[config.mk]
export PLATFORM = sky130hd
export DESIGN_NAME = credit_ring_buffer_producer
export DESIGN_NICKNAME = d
export VERILOG_FILES = /design/src/rtl/crbp_pkg.sv /design/src/rtl/credit_ring_buffer_producer.sv /design/src/rtl/crbp_div.sv /design/src/rtl/crbp_dp.sv /design/src/rtl/crbp_ctrl.sv
export VERILOG_INCLUDE_DIRS = /design/src /design/src/rtl
export SDC_FILE = /design/constraint.sdc
export NUM_CORES = 2
export LEC_CHECK = 0
export BUFFER_PORTS_ARGS = -buffer_cell sky130_fd_sc_hd__buf_2
export CORE_ASPECT_RATIO = 0.8
export CORE_UTILIZATION = 60
export DETAILED_ROUTE_END_ITERATION = 10
export PLACE_DENSITY = 0.78
export SETUP_SLACK_MARGIN = 0.3
export SLEW_MARGIN = 5
export SYNTH_ARGS = -nofsm -noshare
export SYNTH_HDL_FRONTEND = slang
export SYNTH_HIERARCHICAL = 1
export SYNTH_SLANG_ARGS = --single-unit
[constraint.sdc]
create_clock -name clk -period 18.8 [get_ports clk]
set_clock_uncertainty 0.1 [all_clocks]
set_input_delay 2.82 -clock clk [delete_from_list [all_inputs] [get_ports clk]]
set_output_delay 2.82 -clock clk [all_outputs]
set_load 0.005 [all_outputs]
[src/rtl/assert_macros.svh]
// Assertion macros used by the ring buffer producer controller (crbp_ctrl).
// No dependencies; define SYNTH to compile the checks away.
`ifndef ASSERT_MACROS_SVH
`define ASSERT_MACROS_SVH
`ifndef SYNTH
`define ASSERT_ALWAYS(lbl, clk, rst_n, prop) \
  lbl: assert property (@(posedge clk) disable iff (!rst_n) (prop)) \
    else $error("assertion failed: invariant violated");
`define ASSERT_NEXT(lbl, clk, rst_n, ante, cons) \
  lbl: assert property (@(posedge clk) disable iff (!rst_n) (ante) |=> (cons)) \
    else $error("assertion failed: next-cycle check violated");
`else
`define ASSERT_ALWAYS(lbl, clk, rst_n, prop)
`define ASSERT_NEXT(lbl, clk, rst_n, ante, cons)
`endif
`endif

[src/rtl/crbp_pkg.sv]
// Types, widths and codes for the credit ring buffer producer.
// No dependencies; imported by every module of the block.
package crbp_pkg;

  localparam int unsigned FIFO_W    = 21;
  localparam int unsigned ALIGN_W   = 4;
  localparam int unsigned PAGE_W    = 21;
  localparam int unsigned CNT_W     = 16;
  localparam int unsigned TOTAL_W   = 32;
  localparam int unsigned OFFS_W    = 20;
  localparam int unsigned NEED_W    = CNT_W + PAGE_W;
  localparam int unsigned MASK_W    = 16;
  localparam int unsigned DVD_W     = 22;
  localparam int unsigned DSR_W     = 21;
  localparam int unsigned CFG_IDX_W = 1;
  localparam int unsigned CFG_W     = 21;

  localparam int unsigned MAX_FIFO_BYTES_DEF   = 1048576;
  localparam logic [FIFO_W-1:0]  FIFO_RESET    = 21'd65536;
  localparam logic [ALIGN_W-1:0] ALIGN_RESET   = 4'd6;

  localparam logic [CFG_IDX_W-1:0] CFG_FIFO_BYTES = 1'd0;
  localparam logic [CFG_IDX_W-1:0] CFG_ALIGN_LOG2 = 1'd1;

  typedef enum logic [1:0] {
    KIND_SET_PAGE,
    KIND_RESERVE,
    KIND_PUSH,
    KIND_ACK
  } kind_t;

  typedef enum logic [2:0] {
    ERR_OK,
    ERR_UNSET,
    ERR_MISALIGN,
    ERR_TOO_LARGE,
    ERR_OVERSIZE
  } err_t;

  typedef enum logic [2:0] {
    ST_IDLE,
    ST_EXEC,
    ST_DIV_A,
    ST_DIV_B,
    ST_FIXUP,
    ST_RESP
  } ctrl_state_t;

  typedef struct packed {
    kind_t               kind;
    logic [PAGE_W-1:0]   page_bytes;
    logic [CNT_W-1:0]    page_count;
    logic [TOTAL_W-1:0]  acked_total;
  } in_t;

  typedef struct packed {
    logic [2:0]          error_code;
    logic                space_ok;
    logic [FIFO_W-1:0]   free_bytes;
    logic [OFFS_W-1:0]   write_offset;
    logic [TOTAL_W-1:0]  sent_total;
    logic                drained;
  } out_t;

  typedef struct packed {
    logic capture;
    logic exec;
    logic div_start;
    logic div_sel_b;
    logic latch_a;
    logic latch_b;
    logic fixup;
    logic resp_load;
  } cmd_t;

  typedef struct packed {
    kind_t kind;
    logic  set_err;
    logic  div_done;
    logic  out_free;
  } sts_t;

endpackage

[src/rtl/credit_ring_buffer_producer.sv]
// Top level of the credit ring buffer producer.
// Depends on crbp_pkg, crbp_ctrl, crbp_dp (and crbp_div below it).
//
// Usage:
//   in_valid/in_ready carry one request (in_data: kind, page_bytes,
//   page_count, acked_total); out_valid/out_ready carry exactly one result
//   per request (out_data), in request order.
//   cfg_we/cfg_index/cfg_wdata write fifo_bytes (index 0) and
//   alignment_log2 (index 1); write only while no request is in flight.
// Timing:
//   Reserve, push, acknowledge and rejected page-size requests: the result is
//   computed in the execute state and registered in the response state; the
//   next request is accepted in the cycle the result is loaded.
//   The count-times-page-size product is formed at acceptance.
//   An accepted page-size change runs two 22-step passes of the bit-serial
//   remainder unit (pointer round-up and ring alignment), then a fixup step.
// Reset: synchronous, active low; state clears, page size becomes unset,
//   fifo_bytes returns to 65536 and alignment_log2 to 6.
// Stall: a result waiting on out_ready holds; one further request may be
//   accepted and executed, then in_ready stays low until the result is taken.
module credit_ring_buffer_producer #(
  parameter int unsigned MAX_FIFO_BYTES = crbp_pkg::MAX_FIFO_BYTES_DEF
) (
  input  logic                           clk,
  input  logic                           rst_n,
  input  logic                           cfg_we,
  input  logic [crbp_pkg::CFG_IDX_W-1:0] cfg_index,
  input  logic [crbp_pkg::CFG_W-1:0]     cfg_wdata,
  input  logic                           in_valid,
  output logic                           in_ready,
  input  crbp_pkg::in_t                  in_data,
  output logic                           out_valid,
  input  logic                           out_ready,
  output crbp_pkg::out_t                 out_data
);
  import crbp_pkg::*;

  cmd_t cmd;
  sts_t sts;

  crbp_ctrl u_ctrl (
    .clk      (clk),
    .rst_n    (rst_n),
    .in_valid (in_valid),
    .in_ready (in_ready),
    .cmd      (cmd),
    .sts      (sts)
  );

  crbp_dp #(
    .MAX_FIFO_BYTES (MAX_FIFO_BYTES)
  ) u_dp (
    .clk       (clk),
    .rst_n     (rst_n),
    .cfg_we    (cfg_we),
    .cfg_index (cfg_index),
    .cfg_wdata (cfg_wdata),
    .in_data   (in_data),
    .cmd       (cmd),
    .sts       (sts),
    .out_data  (out_data),
    .out_valid (out_valid),
    .out_ready (out_ready)
  );

endmodule

[src/rtl/crbp_div.sv]
// Restoring remainder unit, one quotient bit per cycle.
// Depends on crbp_pkg for operand widths.
module crbp_div (
  input  logic                       clk,
  input  logic                       rst_n,
  input  logic                       start,
  input  logic [crbp_pkg::DVD_W-1:0] dividend,
  input  logic [crbp_pkg::DSR_W-1:0] divisor,
  output logic                       done,
  output logic [crbp_pkg::DSR_W-1:0] rem
);
  import crbp_pkg::*;

  localparam int unsigned CW = $clog2(DVD_W);

  logic [DVD_W-1:0] rem_r, rem_nxt;
  logic [DVD_W-1:0] dvd_r;
  logic [DSR_W-1:0] dsr_r;
  logic [CW-1:0]    cnt_r;
  logic             busy_r, done_r;
  logic [DVD_W-1:0] trial;
  logic             ge;

  assign trial   = {rem_r[DVD_W-2:0], dvd_r[DVD_W-1]};
  assign ge      = trial >= {1'b0, dsr_r};
  assign rem_nxt = ge ? (trial - {1'b0, dsr_r}) : trial;

  always_ff @(posedge clk) begin
    if (!rst_n) begin
      busy_r <= 1'b0;
      done_r <= 1'b0;
      cnt_r  <= '0;
    end else begin
      done_r <= 1'b0;
      if (start) begin
        busy_r <= 1'b1;
        cnt_r  <= '0;
      end else if (busy_r) begin
        cnt_r <= cnt_r + CW'(1);
        if (cnt_r == CW'(DVD_W - 1)) begin
          busy_r <= 1'b0;
          done_r <= 1'b1;
        end
      end
    end
  end

  always_ff @(posedge clk) begin
    if (start) begin
      rem_r <= '0;
      dvd_r <= dividend;
      dsr_r <= divisor;
    end else if (busy_r) begin
      rem_r <= rem_nxt;
      dvd_r <= {dvd_r[DVD_W-2:0], 1'b0};
    end
  end

  assign done = done_r;
  assign rem  = rem_r[DSR_W-1:0];

endmodule

[src/rtl/crbp_dp.sv]
// Datapath: configuration, ring state, request arithmetic and result register.
// Depends on crbp_pkg and crbp_div.
module crbp_dp #(
  parameter int unsigned MAX_FIFO_BYTES = crbp_pkg::MAX_FIFO_BYTES_DEF
) (
  input  logic                           clk,
  input  logic                           rst_n,
  input  logic                           cfg_we,
  input  logic [crbp_pkg::CFG_IDX_W-1:0] cfg_index,
  input  logic [crbp_pkg::CFG_W-1:0]     cfg_wdata,
  input  crbp_pkg::in_t                  in_data,
  input  crbp_pkg::cmd_t                 cmd,
  output crbp_pkg::sts_t                 sts,
  output crbp_pkg::out_t                 out_data,
  output logic                           out_valid,
  input  logic                           out_ready
);
  import crbp_pkg::*;

  localparam int unsigned MAX_W = $clog2(MAX_FIFO_BYTES + 1);
  localparam int unsigned CMP_W = (MAX_W > FIFO_W) ? MAX_W : FIFO_W;

  // configuration
  logic [FIFO_W-1:0]  cfg_fifo_r;
  logic [ALIGN_W-1:0] cfg_align_r;

  // ring state
  logic [OFFS_W-1:0]  wo_r, wo_nxt;
  logic [TOTAL_W-1:0] sent_r, sent_nxt;
  logic [TOTAL_W-1:0] acked_r, acked_nxt;
  logic [PAGE_W-1:0]  page_r, page_nxt;
  logic [FIFO_W-1:0]  usable_r, usable_nxt;
  err_t               err_r, err_nxt;
  logic               space_ok_r, space_ok_nxt;

  // captured transaction
  kind_t              kind_r;
  logic [PAGE_W-1:0]  page_in_r;
  logic [TOTAL_W-1:0] acked_in_r;
  logic [NEED_W-1:0]  need_r;

  // page size change intermediates
  logic [DVD_W-1:0]   rounded_r;
  logic [FIFO_W-1:0]  aligned_r;

  out_t               out_data_r;
  logic               out_valid_r, out_valid_nxt;

  logic [CMP_W-1:0]   fifo_cmp;
  logic [FIFO_W-1:0]  fifo_eff;
  logic [TOTAL_W-1:0] outstanding;
  logic [FIFO_W-1:0]  free_cur;
  logic [MASK_W-1:0]  amask;
  err_t               set_err;
  logic [DVD_W-1:0]   dvd_a;
  logic [DVD_W-1:0]   div_dvd;
  logic               div_done;
  logic [DSR_W-1:0]   div_rem;
  logic [DVD_W-1:0]   push_sum;
  logic               push_wrap;
  logic [TOTAL_W-1:0] pad;

  assign fifo_cmp = CMP_W'(cfg_fifo_r);
  assign fifo_eff = (fifo_cmp > CMP_W'(MAX_FIFO_BYTES)) ? FIFO_W'(MAX_FIFO_BYTES) : cfg_fifo_r;

  // free space saturates at zero when more is outstanding than the ring holds
  assign outstanding = sent_r - acked_r;
  assign free_cur    = (outstanding > TOTAL_W'(fifo_eff)) ? '0
                                                          : (fifo_eff - outstanding[FIFO_W-1:0]);

  assign amask = (MASK_W'(1) << cfg_align_r) - MASK_W'(1);

  always_comb begin
    if (page_in_r == '0) begin
      set_err = ERR_UNSET;
    end else if ((page_in_r[MASK_W-1:0] & amask) != '0) begin
      set_err = ERR_MISALIGN;
    end else if (page_in_r > fifo_eff) begin
      set_err = ERR_TOO_LARGE;
    end else begin
      set_err = ERR_OK;
    end
  end

  assign dvd_a   = DVD_W'(wo_r) + DVD_W'(page_in_r) - DVD_W'(1);
  assign div_dvd = cmd.div_sel_b ? DVD_W'(fifo_eff) : dvd_a;

  crbp_div u_div (
    .clk      (clk),
    .rst_n    (rst_n),
    .start    (cmd.div_start),
    .dividend (div_dvd),
    .divisor  (page_in_r),
    .done     (div_done),
    .rem      (div_rem)
  );

  assign push_sum  = DVD_W'(wo_r) + DVD_W'(need_r[FIFO_W-1:0]);
  assign push_wrap = push_sum >= DVD_W'(usable_r);
  // tail padding is modulo 2^32 when the ring shrank after the page size was set
  assign pad       = TOTAL_W'(fifo_eff) - TOTAL_W'(usable_r);

  always_comb begin
    wo_nxt       = wo_r;
    sent_nxt     = sent_r;
    acked_nxt    = acked_r;
    page_nxt     = page_r;
    usable_nxt   = usable_r;
    err_nxt      = err_r;
    space_ok_nxt = space_ok_r;
    if (cmd.exec) begin
      err_nxt      = ERR_OK;
      space_ok_nxt = 1'b0;
      case (kind_r)
        KIND_SET_PAGE: begin
          err_nxt = set_err;
        end
        KIND_RESERVE: begin
          if (page_r == '0) begin
            err_nxt = ERR_UNSET;
          end else if (need_r > NEED_W'(fifo_eff)) begin
            err_nxt = ERR_OVERSIZE;
          end else begin
            space_ok_nxt = NEED_W'(free_cur) >= need_r;
          end
        end
        KIND_PUSH: begin
          if (page_r == '0) begin
            err_nxt = ERR_UNSET;
          end else if (need_r > NEED_W'(usable_r)) begin
            err_nxt = ERR_OVERSIZE;
          end else if (push_wrap) begin
            wo_nxt   = OFFS_W'(push_sum - DVD_W'(usable_r));
            sent_nxt = sent_r + TOTAL_W'(need_r[FIFO_W-1:0]) + pad;
          end else begin
            wo_nxt   = push_sum[OFFS_W-1:0];
            sent_nxt = sent_r + TOTAL_W'(need_r[FIFO_W-1:0]);
          end
        end
        KIND_ACK: begin
          acked_nxt = acked_in_r;
        end
        default: begin
          err_nxt = err_r;
        end
      endcase
    end
    if (cmd.fixup) begin
      // past the last whole page: wrap to zero, credit skipped tail bytes
      if (rounded_r >= DVD_W'(aligned_r)) begin
        if (rounded_r <= DVD_W'(fifo_eff)) begin
          sent_nxt = sent_r + TOTAL_W'(DVD_W'(fifo_eff) - rounded_r);
        end
        wo_nxt = '0;
      end else begin
        wo_nxt = rounded_r[OFFS_W-1:0];
      end
      page_nxt   = page_in_r;
      usable_nxt = aligned_r;
    end
  end

  always_comb begin
    out_valid_nxt = out_valid_r;
    if (cmd.resp_load) begin
      out_valid_nxt = 1'b1;
    end else if (out_ready) begin
      out_valid_nxt = 1'b0;
    end
  end

  always_ff @(posedge clk) begin
    if (!rst_n) begin
      cfg_fifo_r  <= FIFO_RESET;
      cfg_align_r <= ALIGN_RESET;
      wo_r        <= '0;
      sent_r      <= '0;
      acked_r     <= '0;
      page_r      <= '0;
      usable_r    <= '0;
      err_r       <= ERR_OK;
      space_ok_r  <= 1'b0;
      out_valid_r <= 1'b0;
    end else begin
      if (cfg_we) begin
        case (cfg_index)
          CFG_FIFO_BYTES: cfg_fifo_r  <= cfg_wdata[FIFO_W-1:0];
          CFG_ALIGN_LOG2: cfg_align_r <= cfg_wdata[ALIGN_W-1:0];
          default:        cfg_fifo_r  <= cfg_fifo_r;
        endcase
      end
      wo_r        <= wo_nxt;
      sent_r      <= sent_nxt;
      acked_r     <= acked_nxt;
      page_r      <= page_nxt;
      usable_r    <= usable_nxt;
      err_r       <= err_nxt;
      space_ok_r  <= space_ok_nxt;
      out_valid_r <= out_valid_nxt;
    end
  end

  always_ff @(posedge clk) begin
    if (cmd.capture) begin
      kind_r     <= in_data.kind;
      page_in_r  <= in_data.page_bytes;
      acked_in_r <= in_data.acked_total;
      need_r     <= NEED_W'(in_data.page_count) * NEED_W'(page_r);
    end
    if (cmd.latch_a) begin
      rounded_r <= dvd_a - DVD_W'(div_rem);
    end
    if (cmd.latch_b) begin
      aligned_r <= fifo_eff - div_rem;
    end
    if (cmd.resp_load) begin
      out_data_r.error_code   <= err_r;
      out_data_r.space_ok     <= space_ok_r;
      out_data_r.free_bytes   <= free_cur;
      out_data_r.write_offset <= wo_r;
      out_data_r.sent_total   <= sent_r;
      out_data_r.drained      <= (sent_r == acked_r);
    end
  end

  assign sts.kind     = kind_r;
  assign sts.set_err  = (set_err != ERR_OK);
  assign sts.div_done = div_done;
  assign sts.out_free = !out_valid_r || out_ready;

  assign out_data  = out_data_r;
  assign out_valid = out_valid_r;

endmodule

[src/rtl/crbp_ctrl.sv]
// Controller state machine sequencing capture, execute, divide, fixup and response.
// Depends on crbp_pkg and assert_macros.svh.
`include "assert_macros.svh"
module crbp_ctrl (
  input  logic           clk,
  input  logic           rst_n,
  input  logic           in_valid,
  output logic           in_ready,
  output crbp_pkg::cmd_t cmd,
  input  crbp_pkg::sts_t sts
);
  import crbp_pkg::*;

  ctrl_state_t state_r, state_nxt;

  always_ff @(posedge clk) begin
    if (!rst_n) begin
      state_r <= ST_IDLE;
    end else begin
      state_r <= state_nxt;
    end
  end

  always_comb begin
    state_nxt = state_r;
    cmd       = '0;
    in_ready  = 1'b0;
    case (state_r)
      ST_IDLE: begin
        in_ready = 1'b1;
        if (in_valid) begin
          cmd.capture = 1'b1;
          state_nxt   = ST_EXEC;
        end
      end
      ST_EXEC: begin
        cmd.exec = 1'b1;
        if (sts.kind == KIND_SET_PAGE && !sts.set_err) begin
          cmd.div_start = 1'b1;
          state_nxt     = ST_DIV_A;
        end else begin
          state_nxt = ST_RESP;
        end
      end
      ST_DIV_A: begin
        // take the round-up remainder, start the ring-size remainder
        if (sts.div_done) begin
          cmd.latch_a   = 1'b1;
          cmd.div_start = 1'b1;
          cmd.div_sel_b = 1'b1;
          state_nxt     = ST_DIV_B;
        end
      end
      ST_DIV_B: begin
        if (sts.div_done) begin
          cmd.latch_b = 1'b1;
          state_nxt   = ST_FIXUP;
        end
      end
      ST_FIXUP: begin
        cmd.fixup = 1'b1;
        state_nxt = ST_RESP;
      end
      ST_RESP: begin
        // once the output is free, load the result and take the next transaction in the same cycle
        if (sts.out_free) begin
          cmd.resp_load = 1'b1;
          in_ready      = 1'b1;
          if (in_valid) begin
            cmd.capture = 1'b1;
            state_nxt   = ST_EXEC;
          end else begin
            state_nxt = ST_IDLE;
          end
        end
      end
      default: begin
        state_nxt = ST_IDLE;
      end
    endcase
  end

  `ASSERT_NEXT(a_capture_exec, clk, rst_n, in_valid && in_ready, state_r == ST_EXEC)
  `ASSERT_ALWAYS(a_div_done_state, clk, rst_n, !sts.div_done || state_r == ST_DIV_A || state_r == ST_DIV_B)
  `ASSERT_ALWAYS(a_resp_free, clk, rst_n, !cmd.resp_load || sts.out_free)

endmodule
# == Word-level counts from Yosys, hierarchy flattened ==
# Cells that the tools add are included.
# word_totals
register_bits,443
in_bits,98
output_inout_bits,80
# op_classes
n_addsub,16
multipliers,1
magnitude_cmp,10
n_eq_ne,16
n_shift,1
n_mux,59
n_bitwise,4
reduce_logical,21
# ops
cell,n
two-way mux 32 bit,8
two-way mux 20 bit,7
greater-than comparator 37 x 21 -> 1 bit,2
>= comparator 22 x 21 -> 1 bit,3
two-way mux 22 bit,3
adder 32 bit,2
two-way mux 21 bit,3
subtractor 21 bit,3
adder 20 x 21 -> 22 bit,2
zero test 21 bit,2
>= comparator 21 x 37 -> 1 bit,1
multiplier 16 x 21 -> 37 bit,1
two-way mux 3 bit,12
adder 32 x 21 -> 32 bit,1
== test 32 bit,1
greater-than comparator 32 x 21 -> 1 bit,1
subtractor 32 bit,1
subtractor 21 x 22 -> 23 bit,1
<= comparator 22 x 21 -> 1 bit,1
subtractor 21 x 21 -> 22 bit,1
subtractor 22 x 1 -> 22 bit (second input constant),1
subtractor 22 x 21 -> 22 bit,1
greater-than comparator 21 bit,1
greater-than comparator 21 bit (second input constant),1
other kinds (31),68

# == Depth between registers and ports, before layout ==
# logic_depth
ltp_word,12
depth_mapped,37

# == Modules after synthesis ==
# Netlist, hierarchy kept.
# by_module_without_submodules
mod,n_inst,cells_each,area_each_um2,seq_area_each_um2
crbp_dp,1,4721,41055.6,9519.1
crbp_div,1,370,3946.3,1851.8
crbp_ctrl,1,43,322.8,60.1

# == Worst setup path before layout ==
# OpenSTA, ideal clock, no wires.
# synth_path
path_type,input -> register
startpoint,in in_data[33] (netlist bit)
endpoint,"reg u_dp.need_r[35], data pin"
t_arrival_ns,8.947
required_ns,18.438
slack_ns,9.491
stages,24
n_path_buf,1
cell_sequence,clkbuf_1 nand2_1 fa_1 inv_1 fa_1 inv_1 fa_1 inv_1 fa_1 inv_1 fa_1 inv_1 fa_1 ha_1 a21oi_1 o21ai_0 o311ai_0 nor3_1 o211a_1 o41a_1 and3_1 a311oi_2 o21ai_1 xor2_1
# synth_between
elab_chain_len,1
# synth_rtl
item,line,source
"start, declared",credit_ring_buffer_producer.sv:31,"input crbp_pkg::in_t in_data,"
multiplier 16 x 21 -> 37 bit,crbp_dp.sv:208,need_r <= NEED_W'(in_data.page_count) * NEED_W'(page_r);
"end signal, assigned",crbp_dp.sv:208,
"end, declared",crbp_dp.sv:40,logic [NEED_W-1:0] need_r;
# No other way between the ends.
# A chain may end at the register's enable or synchronous reset.

# == Worst setup path in the final report ==
# layout_path
startpoint,reg u_dp.sent_r[2]
endpoint,reg u_dp.space_ok_r
# layout_between
elab_chain_len,7
# layout_rtl
item,line,source
"start, declared",crbp_dp.sv:29,"logic [TOTAL_W-1:0] sent_r, sent_nxt;"
"start signal, assigned",crbp_dp.sv:193,sent_r <= sent_nxt;
subtractor 32 bit (*),crbp_dp.sv:67,assign outstanding = sent_r - acked_r;
greater-than comparator 32 x 21 -> 1 bit or subtractor 21 bit (tied branches),"crbp_dp.sv:68, crbp_dp.sv:69",
two-way mux 21 bit (*),crbp_dp.sv:68,assign free_cur = (outstanding > TOTAL_W'(fifo_eff)) ? '0
named net u_dp.free_cur[2],crbp_dp.sv:52,logic [FIFO_W-1:0] free_cur;
>= comparator 21 x 37 -> 1 bit (*),crbp_dp.sv:124,space_ok_nxt = NEED_W'(free_cur) >= need_r;
two-way mux 1 bit (*),crbp_dp.sv:121,end else if (need_r > NEED_W'(fifo_eff)) begin
two-way mux 1 bit (*),crbp_dp.sv:119,if (page_r == '0) begin
two-way mux 1 bit (*),crbp_dp.sv:114,case (kind_r)
"end signal, assigned",crbp_dp.sv:198,space_ok_r <= space_ok_nxt;
"end, declared",crbp_dp.sv:34,"logic space_ok_r, space_ok_nxt;"
# The timed path passes the listed nets; every way through them passes the cells marked *.

==> run_results.csv <==
group,metric,value,unit
flow_run,max_cap_violations,0,
clock_tree,clkTransAtPathRegs,60,ps
worst_hold_path,hp-class,"flop to flop",
sta,fmax,106,MHz
clock_tree,htreeDepth,2,
synth,async_flop_share,0,%
critical_path,endpoint_kind,"flop",
clock_tree,root_buffer,"clkbuf_16",
synth,yosys_most_used_dff,"edfxtp_1",
synth,ys_warn_count,6,
clock_tree,clk_path_buf_depth,3,
detailed_routing,via_per_inst,6.12,
grt,grt_pass1_vias,36700,
sta,fin_tns_setup,0,ps
critical_path,crit_arrival,9820,ps
power,irDropWorstVdd,76.9,uV
critical_path,worst-setup-path-type,"flop to flop",
synth,ys_seq_area_share,25.2,%
critical_path,critPathLaunchType,"flop",
layout,drive_gt1_share,7.61,%
clock_tree,cts_hold_buf,0,
layout,fin_util,65.7,%
clock_tree,postCtsSetupBuffers,0,
die,core,0.0743,sq mm
sta,period_minus_slack,9460,ps
clock_tree,ctsResizeCount,0,
grt,grt_pass1_wl,211000,um
critical_path,max_stage_delay,730,ps
status,status,"finished, violations left",
detailed_routing,first_pass_iters,11,
power,power_density,78.2,mW/mm^2
placement,gp_congestion,1.01,
detailed_routing,drtAntennaViolNets,0,
status,violations,"design-rule violations",
synth,syn_avg_cell_area,8.83,sq um
critical_path,slowest_stage,"a2111oi_0",
grt,antenna_found_initial,1,
layout,nNetsFinal,6176,
layout,final_cell_mix,"665 x inv_1, 576 x nand2_1, 557 x ha_1, 356 x a21oi_1, 319 x nor2_1",
synth,ys_types,97,
layout,area_growth,7.73,%
synth,synth_top_area_share,17.0,%
detailed_routing,vias,38500,
die,die_h,248,um
synth,synth_edf_count,256,
worst_hold_path,worstHoldStart,"u_dp/err_r[0]$_SDFFE_PN0P_",
power,p_total,3820,uW
detailed_routing,drtIter0Drc,4273,
power,p_leak,0.0222,uW
synth,syn_inst,5134,
detailed_routing,drcViolationCount,1,
grt,grt_util_all_layers,36.0,%
critical_path,required,19160,ps
critical_path,r2r-start,"u_dp/sent_r[2]$_SDFF_PN0_",
die,die_w,309,um
grt,grt_overflow,0,
detailed_routing,routed_wl,138000,um
sta,setup_violations,0,
synth,ys_top_cells_by_area,"edfxtp_1 17%, ha_1 15%, fa_1 12%",
placement,port_buffers,177,
sta,max-slew-margin-rel,34.3,%
layout,multi_input_area,0.0308,sq mm
die,start_util,61.0,%
critical_path,cp-startpoint,"u_dp/sent_r[2]$_SDFF_PN0_",
layout,final_common_cell,"inv_1",
layout,fillCellCount,6234,
die,num_rows,89,
synth,syn_nets,6066,
synth,synth.largest_area_cell,"edfxtp_1",
sta,tightest_slew,984,ps
critical_path,critPathMaxFanout,22,
sta,final_max_slew_viol_count,0,
synth,synth_area,0.0453,sq mm
clock_tree,numCtsBuffers,49,
clock_tree,tritoncts,"built",
sta,grt_setup_unrepaired,"no",
synth,ys_ff_latch,443,
detailed_routing,drt-wirelength-per-cell,22.0,um
sta,post-route-period-util,50.3,%
clock_tree,cts_sinks,443,
layout,regArea,0.0114,sq mm
sta,hold_viol_final,0,
placement,hpwlAfterDp,106000,um
critical_path,timing.critical_path.mode_cell,"o21ai_0",
grt,grt_max_degree,73,
clock_tree,clock_latency,630,ps
die,die_area,0.0767,sq mm
die,ios,178,
-- report_power, final --
group	leakage [uW]	internal (uW)	switching, uW
registers	0.00395	1100	86.4
clock network	0.000803	575	440
logic	0.0175	660	956
-- critical path, delay by kind of cell, from the launching register on --
| family | cells | cell delay (ps) |
|---|---|---|
| buffers and inverters | 1 | 50 |
| xor gates and xnor gates | 1 | 200 |
| AOI/OAI and AO/OA | 19 | 4950 |
| adders and majority gates | 3 | 1100 |
| and+or+nand+nor | 9 | 2210 |
| DFF | 1 | 680 |
-- flip-flops by register name, summed over array words and instances, names as in the netlist, 2 cells and up --
| signal | cells |
|---|---|
| u_dp/usable_r | 21 |
| u_dp/sent_r | 32 |
| u_ctrl/state_r | 3 |
| u_dp/aligned_r | 21 |
| u_dp/cfg_fifo_r | 21 |
| u_dp/kind_r | 2 |
| u_dp/cfg_align_r | 4 |
| u_dp/acked_r | 32 |
| u_dp/wo_r | 20 |
| u_dp/rounded_r | 22 |
| u_dp/err_r | 3 |
| u_dp/acked_in_r | 32 |
| u_dp/page_in_r | 21 |
| u_dp/u_div/dsr_r | 21 |
| u_dp/need_r | 37 |
| u_dp/out_data | 78 |
| u_dp/u_div/rem_r | 21 |
| u_dp/u_div/cnt_r | 5 |
| u_dp/u_div/dvd_r | 22 |
| u_dp/page_r | 21 |
-- cell usage after synthesis, drive strengths merged (54+ instances only) --
cell	count
nor3	76
mux2i	94
nand2b	54
nor2	321
and2	155
a21oi	359
fa	277
xor2	96
nand2	576
inv	666
nor2b	57
o21ai	194
nand3	87
clkbuf	130
edfxtp	256
a21o	138
xnor2	194
dfxtp	187
ha	557
-- through the flow --
stage               worst slack [ps]  instances  area [sq um]  hold WS [ps]
CTS                             9450       6283         48800           348
global route                    8970       6283         48800           351
detailed placement              8870       6194         47200           331
finish                          9340       6286         48800           349
floorplan                       9490       5134         45300           308
global placement                9000       6194         47200           318
-- kinds of logic after synthesis --
family / Yosys count / synth area share [%]
simple gates: 1517 / 15.7
xor+xnor: 290 / 5.60
buf+inv: 829 / 7.04
flops: 443 / 25.2
compound gates: 1089 / 15.8
mux: 132 / 3.03
fa+ha+maj: 834 / 27.6
-- final cells by class --
| class | count | area share, % |
|---|---|---|
| Multi-Input combinational cell | 3862 | 63.0 |
| Sequential cell | 443 | 23.4 |
| Inverter | 667 | 5.13 |
| Clock buffer | 64 | 2.81 |
| Tap cell | 1001 | 2.57 |
| Timing Repair Buffer | 221 | 2.49 |
| Clock inverter | 25 | 0.571 |
| Antenna cell | 3 | 0.0154 |
-- path summary, 6_finish.rpt --
kind | end | slack [ps] | cells past startpoint
setup / recovery | u_dp/space_ok_r$_SDFFE_PN0P_ | 9340 | 33
hold / removal | u_dp/out_data[75]$_DFFE_PP_ | 350 | 0
setup reg to reg | u_dp/space_ok_r$_SDFFE_PN0P_ | 9340 | 33
hold reg to reg | u_dp/out_data[75]$_DFFE_PP_ | 350 | 0
-- per-layer routing --
layer,share of wire (%),global-route usage [%],wire [um],vias to the layer above
met3,12,8.77,16500,331
li1,-,-,-,17900
met2,42,53.7,57900,1969
met1,42,50.7,58600,18300
met5,0,0,0,-
met4,3.7,12.9,5060,0
No activity file was read; power rests on OpenSTA's default activity.
